$ cat src/hw/rtl/ospid_pkg.sv
// shared types and constants of the one-sided pid speed controller
package ospid_pkg;

  localparam int unsigned ErrW      = 16;
  localparam int unsigned DutyW     = 8;
  localparam int unsigned GainW     = 8;
  localparam int unsigned CfgIdxW   = 3;
  localparam int unsigned CfgDataW  = 16;
  localparam int unsigned SpeedW    = 28;
  localparam int unsigned DivCntW   = $clog2(ErrW);

  localparam logic signed [ErrW-1:0] ErrBigLimit    = 16'sd5000;
  localparam logic signed [ErrW-1:0] ErrReplacement = 16'sd500;

  typedef enum logic [CfgIdxW-1:0] {
    CFG_PROP_DIV   = 3'd0,
    CFG_INTEG_DIV  = 3'd1,
    CFG_DERIV_GAIN = 3'd2,
    CFG_INTEG_LO   = 3'd3,
    CFG_INTEG_HI   = 3'd4,
    CFG_DUTY_MIN   = 3'd5,
    CFG_DUTY_MAX   = 3'd6,
    CFG_UNUSED     = 3'd7
  } cfg_idx_e;

  typedef enum logic [4:0] {
    ST_IDLE = 5'b00001,
    ST_PREP = 5'b00010,
    ST_DIVP = 5'b00100,
    ST_DIVI = 5'b01000,
    ST_FIN  = 5'b10000
  } state_e;

  typedef struct packed {
    logic             start;
    logic [ErrW-1:0]  dividend;
    logic [GainW-1:0] divisor;
  } div_req_t;

  typedef struct packed {
    logic            done;
    logic [ErrW-1:0] quotient;
  } div_rsp_t;

endpackage

$ cat src/hw/rtl/ospid_div.sv
// restoring divider, one quotient bit per cycle
module ospid_div (
  input  logic              clk_i,
  input  logic              rst_ni,
  input  ospid_pkg::div_req_t req_i,
  output ospid_pkg::div_rsp_t rsp_o
);

  logic                                busy_q;
  logic                                done_q;
  logic [ospid_pkg::DivCntW-1:0]       cnt_q;
  logic [ospid_pkg::GainW-1:0]         rem_q;
  logic [ospid_pkg::GainW-1:0]         dsr_q;
  logic [ospid_pkg::ErrW-1:0]          quo_q;
  logic [ospid_pkg::GainW:0]           shifted;
  logic [ospid_pkg::GainW:0]           diff;
  logic                                fits;

  assign shifted = {rem_q, quo_q[ospid_pkg::ErrW-1]};
  assign diff    = shifted - {1'b0, dsr_q};
  assign fits    = !diff[ospid_pkg::GainW];

  always_ff @(posedge clk_i or negedge rst_ni) begin
    if (!rst_ni) begin
      busy_q <= 1'b0;
      done_q <= 1'b0;
      cnt_q  <= '0;
    end else begin
      done_q <= 1'b0;
      if (req_i.start) begin
        busy_q <= 1'b1;
        cnt_q  <= ospid_pkg::DivCntW'(ospid_pkg::ErrW - 1);
      end else if (busy_q) begin
        cnt_q <= cnt_q - 1'b1;
        if (cnt_q == '0) begin
          busy_q <= 1'b0;
          done_q <= 1'b1;
        end
      end
    end
  end

  always_ff @(posedge clk_i) begin
    if (req_i.start) begin
      quo_q <= req_i.dividend;
      rem_q <= '0;
      dsr_q <= req_i.divisor;
    end else if (busy_q) begin
      quo_q <= {quo_q[ospid_pkg::ErrW-2:0], fits};
      rem_q <= fits ? diff[ospid_pkg::GainW-1:0] : shifted[ospid_pkg::GainW-1:0];
    end
  end

  assign rsp_o.done     = done_q;
  assign rsp_o.quotient = quo_q;

endmodule

$ cat src/hw/rtl/one_sided_pid_motor_speed.sv
// one-sided pid motor speed controller, top level
//
//  channel   | dir | fields (low bit up)
//  s_axis    | in  | tdata: error_in[15:0]
//  m_axis    | out | tdata: duty_out[7:0], error_writeback[23:8]
//  cfg       | in  | cfg_addr_i: register index, cfg_data_i: value
//
// an item with a negative error passes through the prep, p-division, i-division and
// final steps; a non-negative one goes from prep straight to the final step. the
// shared bit-serial divider works out the p term and then the i term.
// reset clears the state, the registers and the output slot.
// the next item is taken while a result still waits on m_axis; a stalled
// result holds the block in its final step until it is taken.
// configuration writes are taken only while the block is idle.
module one_sided_pid_motor_speed (
  input  logic                             clk_i,
  input  logic                             rst_ni,
  input  logic                             s_axis_tvalid,
  output logic                             s_axis_tready,
  input  logic [15:0]                      s_axis_tdata,   // error_in[15:0]
  output logic                             m_axis_tvalid,
  input  logic                             m_axis_tready,
  output logic [23:0]                      m_axis_tdata,   // duty_out, error_writeback
  input  logic                             cfg_valid_i,
  output logic                             cfg_ready_o,
  input  logic [ospid_pkg::CfgIdxW-1:0]    cfg_addr_i,
  input  logic [ospid_pkg::CfgDataW-1:0]   cfg_data_i
);

  localparam int unsigned EW = ospid_pkg::ErrW;
  localparam int unsigned SW = ospid_pkg::SpeedW;

  ospid_pkg::state_e state_q, state_d;

  logic [ospid_pkg::GainW-1:0]  prop_div_q, integ_div_q, deriv_gain_q;
  logic signed [EW-1:0]         integ_lo_q, integ_hi_q;
  logic [ospid_pkg::DutyW-1:0]  duty_min_q, duty_max_q;

  logic signed [EW-1:0]         integ_q;
  logic [EW-1:0]                last_mag_q;

  logic signed [EW-1:0]         err_q;
  logic signed [EW-1:0]         wbw_q;
  logic signed [SW-1:0]         dterm_q;
  logic signed [SW-1:0]         acc_q;

  logic                         out_valid_q;
  logic [ospid_pkg::DutyW-1:0]  duty_q;
  logic signed [EW-1:0]         wb_q;

  logic                         s_accept, cfg_accept, out_free;
  logic [EW-1:0]                mag;
  logic signed [EW+1:0]         integ_sum, integ_lo_x, integ_hi_x;
  logic signed [EW-1:0]         integ_new;
  logic signed [EW+1:0]         mag_diff;
  logic signed [EW+ospid_pkg::GainW+2:0] dprod;
  logic [EW-1:0]                integ_abs;
  logic signed [EW:0]           iterm;
  logic signed [SW-1:0]         dmin_x, dmax_x;
  logic [ospid_pkg::DutyW-1:0]  duty_clamped;
  logic signed [EW-1:0]         wb_new;
  logic [ospid_pkg::GainW-1:0]  pdiv_eff, idiv_eff;

  ospid_pkg::div_req_t div_req;
  ospid_pkg::div_rsp_t div_rsp;

  assign s_axis_tready = (state_q == ospid_pkg::ST_IDLE);
  assign s_accept      = s_axis_tvalid && s_axis_tready;
  assign cfg_ready_o   = (state_q == ospid_pkg::ST_IDLE);
  assign cfg_accept    = cfg_valid_i && cfg_ready_o;
  assign out_free      = !out_valid_q || m_axis_tready;

  // magnitude of a negative error, 32768 included
  assign mag = EW'(~err_q) + 1'b1;

  assign integ_sum  = EW'(0) + {{2{integ_q[EW-1]}}, integ_q} + {2'b00, mag};
  assign integ_lo_x = {{2{integ_lo_q[EW-1]}}, integ_lo_q};
  assign integ_hi_x = {{2{integ_hi_q[EW-1]}}, integ_hi_q};

  always_comb begin
    priority if (integ_sum < integ_lo_x) begin
      integ_new = integ_lo_q;
    end else if (integ_sum > integ_hi_x) begin
      integ_new = integ_hi_q;
    end else begin
      integ_new = integ_sum[EW-1:0];
    end
  end

  assign mag_diff = $signed({2'b00, mag}) - $signed({2'b00, last_mag_q});
  assign dprod    = mag_diff * $signed({1'b0, deriv_gain_q});

  assign integ_abs = integ_q[EW-1] ? EW'(~integ_q) + 1'b1 : integ_q;
  assign iterm     = integ_q[EW-1] ? -$signed({1'b0, div_rsp.quotient})
                                   : $signed({1'b0, div_rsp.quotient});

  assign pdiv_eff = (prop_div_q == '0) ? ospid_pkg::GainW'(1) : prop_div_q;
  assign idiv_eff = (integ_div_q == '0) ? ospid_pkg::GainW'(1) : integ_div_q;

  assign dmin_x = $signed({{(SW-ospid_pkg::DutyW){1'b0}}, duty_min_q});
  assign dmax_x = $signed({{(SW-ospid_pkg::DutyW){1'b0}}, duty_max_q});

  always_comb begin
    priority if (acc_q < dmin_x) begin
      duty_clamped = duty_min_q;
    end else if (acc_q > dmax_x) begin
      duty_clamped = duty_max_q;
    end else begin
      duty_clamped = acc_q[ospid_pkg::DutyW-1:0];
    end
  end

  always_comb begin
    priority if ($signed(s_axis_tdata) < -ospid_pkg::ErrBigLimit) begin
      wb_new = -ospid_pkg::ErrReplacement;
    end else if ($signed(s_axis_tdata) > ospid_pkg::ErrBigLimit) begin
      wb_new = ospid_pkg::ErrReplacement;
    end else begin
      wb_new = $signed(s_axis_tdata);
    end
  end

  always_comb begin
    div_req.start    = 1'b0;
    div_req.dividend = mag;
    div_req.divisor  = pdiv_eff;
    if (state_q == ospid_pkg::ST_DIVP) begin
      div_req.dividend = integ_abs;
      div_req.divisor  = idiv_eff;
      div_req.start    = div_rsp.done;
    end else if (state_q == ospid_pkg::ST_PREP) begin
      div_req.start    = err_q[EW-1];
    end
  end

  always_comb begin
    state_d = state_q;
    unique case (state_q)
      ospid_pkg::ST_IDLE: if (s_accept) state_d = ospid_pkg::ST_PREP;
      ospid_pkg::ST_PREP: state_d = err_q[EW-1] ? ospid_pkg::ST_DIVP : ospid_pkg::ST_FIN;
      ospid_pkg::ST_DIVP: if (div_rsp.done) state_d = ospid_pkg::ST_DIVI;
      ospid_pkg::ST_DIVI: if (div_rsp.done) state_d = ospid_pkg::ST_FIN;
      ospid_pkg::ST_FIN:  if (out_free) state_d = ospid_pkg::ST_IDLE;
      default:            state_d = ospid_pkg::ST_IDLE;
    endcase
  end

  ospid_div u_div (
    .clk_i  (clk_i),
    .rst_ni (rst_ni),
    .req_i  (div_req),
    .rsp_o  (div_rsp)
  );

  always_ff @(posedge clk_i or negedge rst_ni) begin
    if (!rst_ni) begin
      state_q      <= ospid_pkg::ST_IDLE;
      prop_div_q   <= ospid_pkg::GainW'(1);
      integ_div_q  <= ospid_pkg::GainW'(1);
      deriv_gain_q <= '0;
      integ_lo_q   <= '0;
      integ_hi_q   <= 16'sh7fff;
      duty_min_q   <= '0;
      duty_max_q   <= '1;
      integ_q      <= '0;
      last_mag_q   <= '0;
      out_valid_q  <= 1'b0;
    end else begin
      state_q <= state_d;
      if (cfg_accept) begin
        unique case (ospid_pkg::cfg_idx_e'(cfg_addr_i))
          ospid_pkg::CFG_PROP_DIV:   prop_div_q   <= cfg_data_i[ospid_pkg::GainW-1:0];
          ospid_pkg::CFG_INTEG_DIV:  integ_div_q  <= cfg_data_i[ospid_pkg::GainW-1:0];
          ospid_pkg::CFG_DERIV_GAIN: deriv_gain_q <= cfg_data_i[ospid_pkg::GainW-1:0];
          ospid_pkg::CFG_INTEG_LO:   integ_lo_q   <= $signed(cfg_data_i);
          ospid_pkg::CFG_INTEG_HI:   integ_hi_q   <= $signed(cfg_data_i);
          ospid_pkg::CFG_DUTY_MIN:   duty_min_q   <= cfg_data_i[ospid_pkg::DutyW-1:0];
          ospid_pkg::CFG_DUTY_MAX:   duty_max_q   <= cfg_data_i[ospid_pkg::DutyW-1:0];
          default: ;
        endcase
      end
      if (state_q == ospid_pkg::ST_PREP && err_q[EW-1]) begin
        integ_q    <= integ_new;
        last_mag_q <= mag;
      end
      if (m_axis_tready) begin
        out_valid_q <= 1'b0;
      end
      if (state_q == ospid_pkg::ST_FIN && out_free) begin
        out_valid_q <= 1'b1;
      end
    end
  end

  always_ff @(posedge clk_i) begin
    if (s_accept) begin
      err_q <= $signed(s_axis_tdata);
      wbw_q <= wb_new;
    end
    unique case (state_q)
      ospid_pkg::ST_PREP: begin
        dterm_q <= SW'(dprod);
        acc_q   <= '0;
      end
      ospid_pkg::ST_DIVP: begin
        if (div_rsp.done) begin
          acc_q <= $signed({{(SW-EW){1'b0}}, div_rsp.quotient}) - dterm_q;
        end
      end
      ospid_pkg::ST_DIVI: begin
        if (div_rsp.done) begin
          acc_q <= acc_q + SW'(iterm);
        end
      end
      ospid_pkg::ST_FIN: begin
        if (out_free) begin
          duty_q <= duty_clamped;
          wb_q   <= wbw_q;
        end
      end
      default: ;
    endcase
  end

  assign m_axis_tvalid = out_valid_q;
  assign m_axis_tdata  = {wb_q, duty_q};

endmodule

$ cat config.mk
export PLATFORM = sky130hd
export DESIGN_NAME = one_sided_pid_motor_speed
export DESIGN_NICKNAME = d
export VERILOG_FILES = /design/src/hw/rtl/ospid_pkg.sv /design/src/hw/rtl/ospid_div.sv /design/src/hw/rtl/one_sided_pid_motor_speed.sv
export SDC_FILE = /design/constraint.sdc
export NUM_CORES = 1
export LEC_CHECK = 0
export ABC_AREA = 1
export BUFFER_PORTS_ARGS = -buffer_cell sky130_fd_sc_hd__buf_2
export CAP_MARGIN = 10
export CELL_PAD_IN_SITES_DETAIL_PLACEMENT = 1
export CELL_PAD_IN_SITES_GLOBAL_PLACEMENT = 1
export CORE_MARGIN = 1.5
export CORE_UTILIZATION = 40
export DETAILED_ROUTE_END_ITERATION = 10
export HOLD_SLACK_MARGIN = 0.06
export PLACE_DENSITY_LB_ADDON = 0.05
export SLEW_MARGIN = 15
export SYNTH_ARGS = -nofsm -noshare
export SYNTH_HDL_FRONTEND = slang
export SYNTH_SLANG_ARGS = --single-unit
$ cat constraint.sdc
create_clock -name clk_i -period 11.85 [get_ports clk_i]
set_input_delay 1.7775 -clock clk_i [delete_from_list [all_inputs] [get_ports clk_i]]
set_output_delay 1.7775 -clock clk_i [all_outputs]
set_load 0.05 [all_outputs]
---- Word-level counts from Yosys, hierarchy flattened ----
Index checks and enable logic that the tools add are counted.
storage, ports and cells
  output and inout bits ................... 27
  register bits ........................... 258
  input port bits ......................... 40
  word-level logic and storage cells ...... 116
cells by class
  reduce and logical (&&, ||, !) cells .... 25
  bitwise gates (word level) .............. 2
  multiply operators ...................... 1
  order comparisons ....................... 6
  equality and inequality tests ........... 15
  add/subtract/negate cells ............... 9
  mux-type cells .......................... 34
operator list
  cell                   number
  $mux 16                6
  $pmux 28 s3            1
  $mux 28                2
  $mux 8                 5
  $add 16x1->16 const B  2
  $not 16->16            2
  $add 28x17->28         1
  $gt 28x9->1            1
  $lt 28x9->1            1
  $sub 17x26->27         1
  $mul 17x9->26          1
  $mux 5                 5
  $pmux 5 s5             1
  $mux 24                1
  $add 16x17->18         1
  $gt 18x16->1           1
  $lt 18x16->1           1
  $mux 17                1
  $neg 16->17            1
  $sub 16x16->17         1
  $gt 16x14->1 const B   1
  $logic_not 8->1        2
  $lt 16x14->1 const B   1
  $reduce_and 2->1       8
  24 further kinds       44

---- Depth between registers and ports, before layout ----
Gate-level depths: netlist of run 1.
  depth in word-level cells ............... 6
  gate-level depth with buffers ........... 37

---- Modules after synthesis ----
A second synthesis of run 1 with hierarchy kept.
second synthesis, totals
  cell total of the unflattened synthesis .. 2,929
  area, all modules ....................... 22,542.9 µm²
by module, submodules not included
  module                     area an instance (µm²)  cells each  times used
  one_sided_pid_motor_speed  20,509.7                2,678       1
  ospid_div                  2,033.2                 251         1

---- Least setup slack after synthesis of run 1 ----
No wires, ideal clock.
  path type ............................... flip-flop to flip-flop
  from .................................... register err_q[0]
  to ...................................... register dterm_q[25] (netlist name)
  path slack .............................. 5.483 ns
  arrival time ............................ 6.107 ns
  buffers on the path ..................... 0
  period minus slack after synthesis ...... 6.367 ns
  cell stages (with the launch flop) ...... 34
  required time ........................... 11.589 ns
  cells stage by stage .................... edfxtp_1 > inv_2 > nand3_1 > nor3_2 > nand2_1 > nor2_2 > nand2_1 > nor2_1 > nand2_1 > nand2_1 > inv_1 > ha_1 > nand2_1 > nor2_1 > nand3_1 > nand3_1 > nand2_1 > nand2_1 > nand3_1 > nand2_1 > inv_1 > nand2_1 > fa_1 > fa_1 > inv_1 > fa_1 > inv_1 > fa_1 > inv_1 > ha_1 > a21o_1 > a221oi_1 > nand3_1 > xor2_1
between the ends
  longest elaborated chain between the ends .. 4
ends and longest elaborated chain
  what                    RTL line                          text
  start, declared         one_sided_pid_motor_speed.sv:42   logic signed [EW-1:0] err_q;
  start signal, assigned  one_sided_pid_motor_speed.sv:197  err_q <= $signed(s_axis_tdata);
  $not 16->16             one_sided_pid_motor_speed.sv:74   assign mag = EW'(~err_q) + 1'b1;
  $add 16x1->16           one_sided_pid_motor_speed.sv:74
  via mag[9]              one_sided_pid_motor_speed.sv:52   logic [EW-1:0] mag;
  $sub 16x16->17          one_sided_pid_motor_speed.sv:90   assign mag_diff = $signed({2'b00, mag}) - $signed({2'b00, last_mag_q});
  $mul 17x9->26           one_sided_pid_motor_speed.sv:91   assign dprod = mag_diff * $signed({1'b0, deriv_gain_q});
  via dprod (one bit)     one_sided_pid_motor_speed.sv:56   logic signed [EW+ospid_pkg::GainW+2:0] dprod;
The timed path passes the listed nets, and every way through them passes these cells.
A chain may end at the register's enable or synchronous reset.

---- Worst setup path in the final report of run 1 ----
  from .................................... register err_q[0]
  to ...................................... register dterm_q[22] (data pin)
between the ends
  longest elaborated chain between the ends .. 4
ends and longest elaborated chain
  what                  RTL line                          text
  $not 16->16           one_sided_pid_motor_speed.sv:74
  $add 16x1->16         one_sided_pid_motor_speed.sv:74
  via mag[9]            one_sided_pid_motor_speed.sv:52
  $sub 16x16->17        one_sided_pid_motor_speed.sv:90
  $mul 17x9->26         one_sided_pid_motor_speed.sv:91
  via dprod (one bit)   one_sided_pid_motor_speed.sv:56
  end signal, assigned  one_sided_pid_motor_speed.sv:202  dterm_q <= SW'(dprod);
  end, declared         one_sided_pid_motor_speed.sv:44   logic signed [SW-1:0] dterm_q;
The timed path passes the listed nets, and every way through them passes these cells.

==> results.md, run 1 <==
- Outcome: finished, final reports clean
- Slowest stage delay, CP: approximately 0.56 ns
- Die W: approximately 240 um
- Layout Area Growth over Synthesis: 9.89%
- Root Buffer: clkbuf_16
- YS warnings: 0
- Slowest-stage cell, CP: fa_1
- First-pass GRT wire length: 115000 um
- Average size of a mapped cell: approximately 7.7 sq um
- Max-cap violations: 0
- Number of buffers added on ports: 66
- Share of synthesized registers carrying an async set or reset: 45.0%
- Yosys cell types: 62
- Endpoints failing setup: 0
- Antenna viol nets, final: 0
- CP max FO: 8
- Final WL: 70700 um
- Placed Area: 23900 sq um
- CTS tree: built
- Cts repair resizes: 0
- Vias after detailed routing: approximately 20000
- Core Area: 56400 sq um
- Critical path launch point type: flip-flop
- H-tree depth: 2
- Setup Total Neg Slack: 0 ns
- Clk sinks: approximately 260
- Total track usage: 24.5%
- Clk buf depth: 3
- GP Congestion: approximately 0.87
- Post-Synthesis Cell Area: 22800 sq um
- Worst clock skew: approximately 0.023 ns
- Worst-skew pair later-pin latency: 0.56 ns
- Clock transition at path regs: 0.06 ns
- Fin nets: 3362
- Final hold vios: 0
- Fill count: between 7000 and 8000
- Register bit count reported by yosys: 258
- Post-CTS Repair Setup Buffers: 0
- Hold_ws: 0.418 ns
- Post-route minimum period: ~7.4 ns
- TritonCTS buffer count: 35
- Slew headroom: 29.6%
- Cells after Synth: 2961
- Wirelength per Cell: approximately 19 um
- Initial Utilization: about two fifths
- Final Cell Area: approximately 25000 sq um
- DRC: 0
- Final period util: 62.7%
- Number of enable flip-flop cells after synthesis: approximately 130
- Hold/Removal Path Class: flip-flop to flip-flop
- Synth Flop Type: edfxtp_1
- DP HPWL: 57100 um
- Unrepaired setup endpoints after global routing: no
- Initial DRC Count: 1072
- Drt pass-1 iters: 5
- Max Fclk: 135 MHz
- Hold Path Depth: 0
- Post-layout util: approximately 45%
- Crit end category: flip-flop
- Seq/Total Area, Yosys: a little under a third
- Hold buffers post-CTS: 0
- Chip Height: 242 um
- Slew Limit Fails: 0
- Syn Nets: 3305
- Vias per cell: 5.21
- Worst Tran Pin Value: 1.06 ns
- R2R depth: 32
- Initial antenna violation count: 1
- Crit Path Category: flip-flop to flip-flop
- CP Data Required Time: 12.14 ns
- Vias in the first global route: 21300
- Pin count of the biggest net entering global routing: 60
- I/O pin total: 67
- Layout cells sized above 1: 7.49%
- Crit path DAT: between 7 and 8 ns
- Most common cell on crit path: nand2_1
- # rows: 87
- Die ar.: 58600 sq um
- Grt total ovfl: 0
==> area by class of cell <==
class                   instances  area [sq um]  share of cell area (%)
diodes                          1          2.50                 0.00997
multi-input cells            2110         13400                    53.4
clock buffers                  48           976                    3.89
inverters                     534          2000                    7.98
well taps                     756           946                    3.77
repair buffers                 79           430                    1.71
clock inverters                16           208                   0.827
flip-flops and latches        258          7120                    28.4
==> registers in the layout, summed over array words and instances, names as in the netlist, 16 cells and up <==
| signal | cells |
|---|---|
| last_mag_q | 16 |
| u_div.quo_q | 16 |
| wbw_q | 16 |
| err_q | 16 |
| integ_q | 16 |
| acc_q | 28 |
| integ_hi_q | 16 |
| wb_q | 16 |
| integ_lo_q | 16 |
| dterm_q | 26 |
==> critical path, delay by kind of cell, from the launching register on <==
family	cells	cell delay [ns]
AND/OR/NAND/NOR	19	3.02
adder cells (fa/ha/maj)	6	2.75
XOR/XNOR	2	0.55
flip-flops	1	0.45
buffers and inverters	5	0.40
==> per-layer routing <==
layer,share of wire [%],global-route usage [%],wire [um],up-vias
met2,48,42.3,33800,234
met4,1.9,5.42,1330,0
met1,47,33.3,33400,9800
met5,0,0,0,-
met3,3.1,2.48,2180,65
li1,-,-,-,9691
==> metrics by stage <==
step | std cells | setup slack [ns]
finish | 3802 | 4.42
global route | 3802 | 3.89
CTS | 3801 | 4.42
detailed placement | 3737 | 4.49
global placement | 3737 | 4.70
floorplan | 2961 | 5.48
==> placed cells by master, fill, tap and decap left out, types with 8 or more instances in the layout <==
cell       count
dfrtp_1       90
o21bai_1       9
edfxtp_1     134
nand4_1       43
ha_1         192
a31oi_1        8
xnor2_1       21
a21oi_1      164
nand3b_1      11
or2_2         24
o21ai_0      149
buf_4         14
a21o_1        22
inv_1        529
buf_2         65
nor3_1        37
clkbuf_1       9
dfstp_2       26
fa_1         112
o21ai_1       71
xor2_1        61
o211ai_1       9
nand2_2        9
nor4_1        15
nor2_1       213
dfxtp_1        8
clkbuf_16     36
nand2_1      690
nand3_1      186
==> synth_stat cells, types with 37 or more instances <==
cell type  number  area share, %
a21oi_1       164            3.6
ha_1          192             11
nor2_1        216            3.5
nor3_1         37           0.81
xor2_1         61            2.3
nand3_1       186            4.1
edfxtp_1      134             18
dfrtp_1        90            9.9
nand4_1        43            1.2
inv_1         529            8.7
nand2_1       690             11
o21ai_1        71            1.6
o21ai_0       149            3.3
fa_1          112            9.8
==> final timing paths <==
kind / from / endpoint / slack [ns]
min reg2reg: wbw_q[5]$_SDFFCE_PP0P_ / wb_q[5]$_DFFE_PP_ / 0.42
max: err_q[0]$_DFFE_PP_ / dterm_q[22]$_DFFE_PN_ / 4.42
max reg2reg: err_q[0]$_DFFE_PP_ / dterm_q[22]$_DFFE_PN_ / 4.42
min in group asynchronous: rst_ni / integ_lo_q[11]$_DFFE_PN0P_ / 1.35
min: wbw_q[5]$_SDFFCE_PP0P_ / wb_q[5]$_DFFE_PP_ / 0.42
max in group asynchronous: rst_ni / duty_min_q[4]$_DFFE_PN0P_ / 9.20
==> logic make-up (layout without fill, tap and decap cells) <==
logic type / count (synthesis) / count (layout) / share of synthesized area (%)
and+or+nand+nor: 1252 / 1252 / 23.7
other: 0 / 1 / 0
AOI/OAI and AO/OA: 470 / 470 / 11.3
buffers and inverters: 593 / 677 / 10.2
adders and majority gates: 304 / 304 / 20.3
DFF: 258 / 258 / 31.2
xor gates and xnor gates: 84 / 84 / 3.29
Power of run 1 is not shown: default switching activity piles up to over one toggle a cycle in this logic, so the estimate is an artifact.
==> run 2, diff against run 1 <==
==> constraint.sdc (replaced) <==
create_clock -name clk_i -period 7.2 [get_ports clk_i]
set_input_delay 1.08 -clock clk_i [delete_from_list [all_inputs] [get_ports clk_i]]
set_output_delay 1.08 -clock clk_i [all_outputs]
set_load 0.05 [all_outputs]
==> results.md, run 2 (same netlist as run 1, synthesis figures left out) <==
- Fill count: 7063 (was 7087)
- Slowest stage delay, CP: 0.53 ns (was 0.56 ns)
- Crit path DAT: 7.12 ns (was 7.72 ns)
- TritonCTS buffer count: 35 (unchanged)
- Outcome: finished, final reports clean (unchanged)
- CP Depth: 29 (was 32)
- Endpoints failing setup: 0 (unchanged)
- Core Area: 56400 sq um (unchanged)
- I/O pin total: 67 (unchanged)
- First-pass GRT wire length: 118000 um (was 115000 um)
- Cell count after placement: 3744 (was 3737)
- Worst Setup SP: err_q[0]$_DFFE_PP_ (unchanged)
- Fin nets: 3375 (was 3362)
- # rows: 87 (unchanged)
- Count of buffer and inverter cells on the critical path: 3 (was 5)
- Final WL: 72400 um (was 70700 um)
- Total track usage: 25.2% (was 24.5%)
- Antenna viol nets, final: 0 (unchanged)
- Critical path launch point type: flip-flop (unchanged)
- Largest reg by FF count: acc_q (unchanged)
- Pre-CTS WS: -0.0614 ns (was 4.49 ns)
- Hold/Removal Path Class: flip-flop to flip-flop (unchanged)
- Family with the most delay on the worst path: adder cells (was simple AND/OR/NAND/NOR gates)
- Final Cell Area: 25500 sq um (was 25100 sq um)
- Reg-to-Reg End: dterm_q[23]$_DFFE_PN_ (was dterm_q[22]$_DFFE_PN_)
- CP Data Required Time: 7.49 ns (was 12.14 ns)
- Max-cap violations: 0 (unchanged)
- Slew headroom: 30.0% (was 29.6%)
- Post-route minimum period: 6.83 ns (was 7.43 ns)
- DRC: 0 (unchanged)
- Slowest-stage cell, CP: fa_1 (unchanged)
- Clk buf depth: 3 (unchanged)
- Hold buffers post-CTS: 0 (unchanged)
- Non-Filler Instances: 3814 (was 3802)
- Max Fclk: 146 MHz (was 135 MHz)
- Worst Tran Pin Value: 1.05 ns (was 1.06 ns)
- GP Congestion: 0.880 (was 0.872)
- Grt total ovfl: 0 (unchanged)
- Chip Height: 242 um (unchanged)
- Final period util: 94.8% (was 62.7%)
- Layout cells sized above 1: 9.55% (was 7.49%)
- Final hold vios: 0 (unchanged)
- Die ar.: 58600 sq um (unchanged)
- Worst setup margin: 0.373 ns (was 4.42 ns)
- Clock transition at path regs: 0.06 ns (about the same)
- CP max FO: 8 (unchanged)
- Unrepaired setup endpoints after global routing: yes (was no)
- H-tree depth: 2 (unchanged)
- Most frequent cells in the layout: nand2_1 (681), inv_1 (522), nor2_1 (207), nand3_1 (183), ha_1 (182) (was nand2_1 (690), inv_1 (529), nor2_1 (213), ha_1 (192), nand3_1 (186))
- Reg-to-reg slack, setup: 0.37 ns (was 4.42 ns)
- Worst-skew pair later-pin latency: 0.55 ns (was 0.56 ns)
- Hold_ws: 0.426 ns (was 0.418 ns)
- Clk sinks: 258 (unchanged)
- CP endpoint: dterm_q[23]$_DFFE_PN_ (was dterm_q[22]$_DFFE_PN_)
- Crit Path Category: flip-flop to flip-flop (unchanged)
- Vias per cell: 5.25 (was 5.21)
- Pin count of the biggest net entering global routing: 64 (was 60)
- Most common cell after layout, fill and taps aside: nand2_1 (unchanged)
- R2r startpoint: err_q[0]$_DFFE_PP_ (unchanged)
- Vias after detailed routing: 20000 (was 19800)
- Vias in the first global route: 21700 (was 21300)
- Largest regs: acc_q (28), dterm_q (26) (unchanged)
- DP HPWL: 57800 um (was 57100 um)
- Placed Area: 24000 sq um (was 23900 sq um)
- CTS tree: built (unchanged)
- Die W: 242 um (unchanged)
- Worst clock skew: 0.0183 ns (was 0.0230 ns)
- Root Buffer: clkbuf_16 (unchanged)
- Crit end category: flip-flop (unchanged)
- R2R depth: 29 (was 32)
- Wirelength per Cell: 19.0 um (was 18.6 um)
- Initial DRC Count: 1123 (was 1072)
- Number of buffers added on ports: 66 (unchanged)
- Largest register FFs: 28 (unchanged)
- Drt pass-1 iters: 5 (unchanged)
- Layout Area Growth over Synthesis: 11.5% (was 9.89%)
- Initial Utilization: 40.5% (unchanged)
- Slew Limit Fails: 0 (unchanged)
- Initial antenna violation count: 2 (was 1)
==> run 2: routing by layer <==
metal  vias to the layer above  wire (um)  global-route usage, %
li1                       9729          -                      -
met1                      9897      34000                   34.0
met2                       314      34200                   42.5
met3                        94       2460                   3.41
met4                         0       1740                   6.51
met5                         -          0                      0
==> run 2: repair_timing <==
action | 4_1_cts | 5_1_grt
gates resized for setup | 6 | 67
buffers inserted | 0 | 6
setup endpoints to repair | 5 | 14
endpoints found under the hold margin | 0 | 0
pin swaps | 0 | 6
==> run 2: worst register-to-register path, delay by kind of cell, from the launching register on <==
kind,cells,cell delay (ns)
buf+inv,3,0.37
flops,1,0.41
simple gates,12,1.61
compound gates,6,1.13
fa+ha+maj,6,2.75
xor+xnor,2,0.29
==> run 2: worst min-delay path by stage <==
stage	from	endpoint	slack, ns	depth (start not counted)
finish	wbw_q[11]$_SDFFCE_PP1P_	wb_q[11]$_DFFE_PP_	0.43	0
global route	wbw_q[9]$_SDFFCE_PP1P_	wb_q[9]$_DFFE_PP_	0.43	0
CTS	wbw_q[11]$_SDFFCE_PP1P_	wb_q[11]$_DFFE_PP_	0.43	0
detailed placement	wbw_q[14]$_SDFFCE_PP1P_	wb_q[14]$_DFFE_PP_	0.41	0
global placement	wbw_q[11]$_SDFFCE_PP1P_	wb_q[11]$_DFFE_PP_	0.40	0
floorplan	wbw_q[0]$_SDFFCE_PP0P_	wb_q[0]$_DFFE_PP_	0.40	0
==> run 2: area by class of cell <==
cell class,count,area (sq um),share of cell area (%)
sequential,258,7120,27.9
clock buffer,46,948,3.72
antenna,2,5.00,0.0196
tap,756,946,3.71
inverter,534,2010,7.88
clock inverter,16,209,0.820
timing repair buffer,92,528,2.07
multi-input combinational,2110,13700,53.8
==> run 2: metrics by stage <==
step	util, %	TNS, ns
final	45.2	0
after global routing	45.2	-0.171
after CTS	44.6	0
after detailed placement	42.5	-0.0614
after global placement	42.5	0
after floorplan	-	0
Power of run 2 is left out for the same reason.
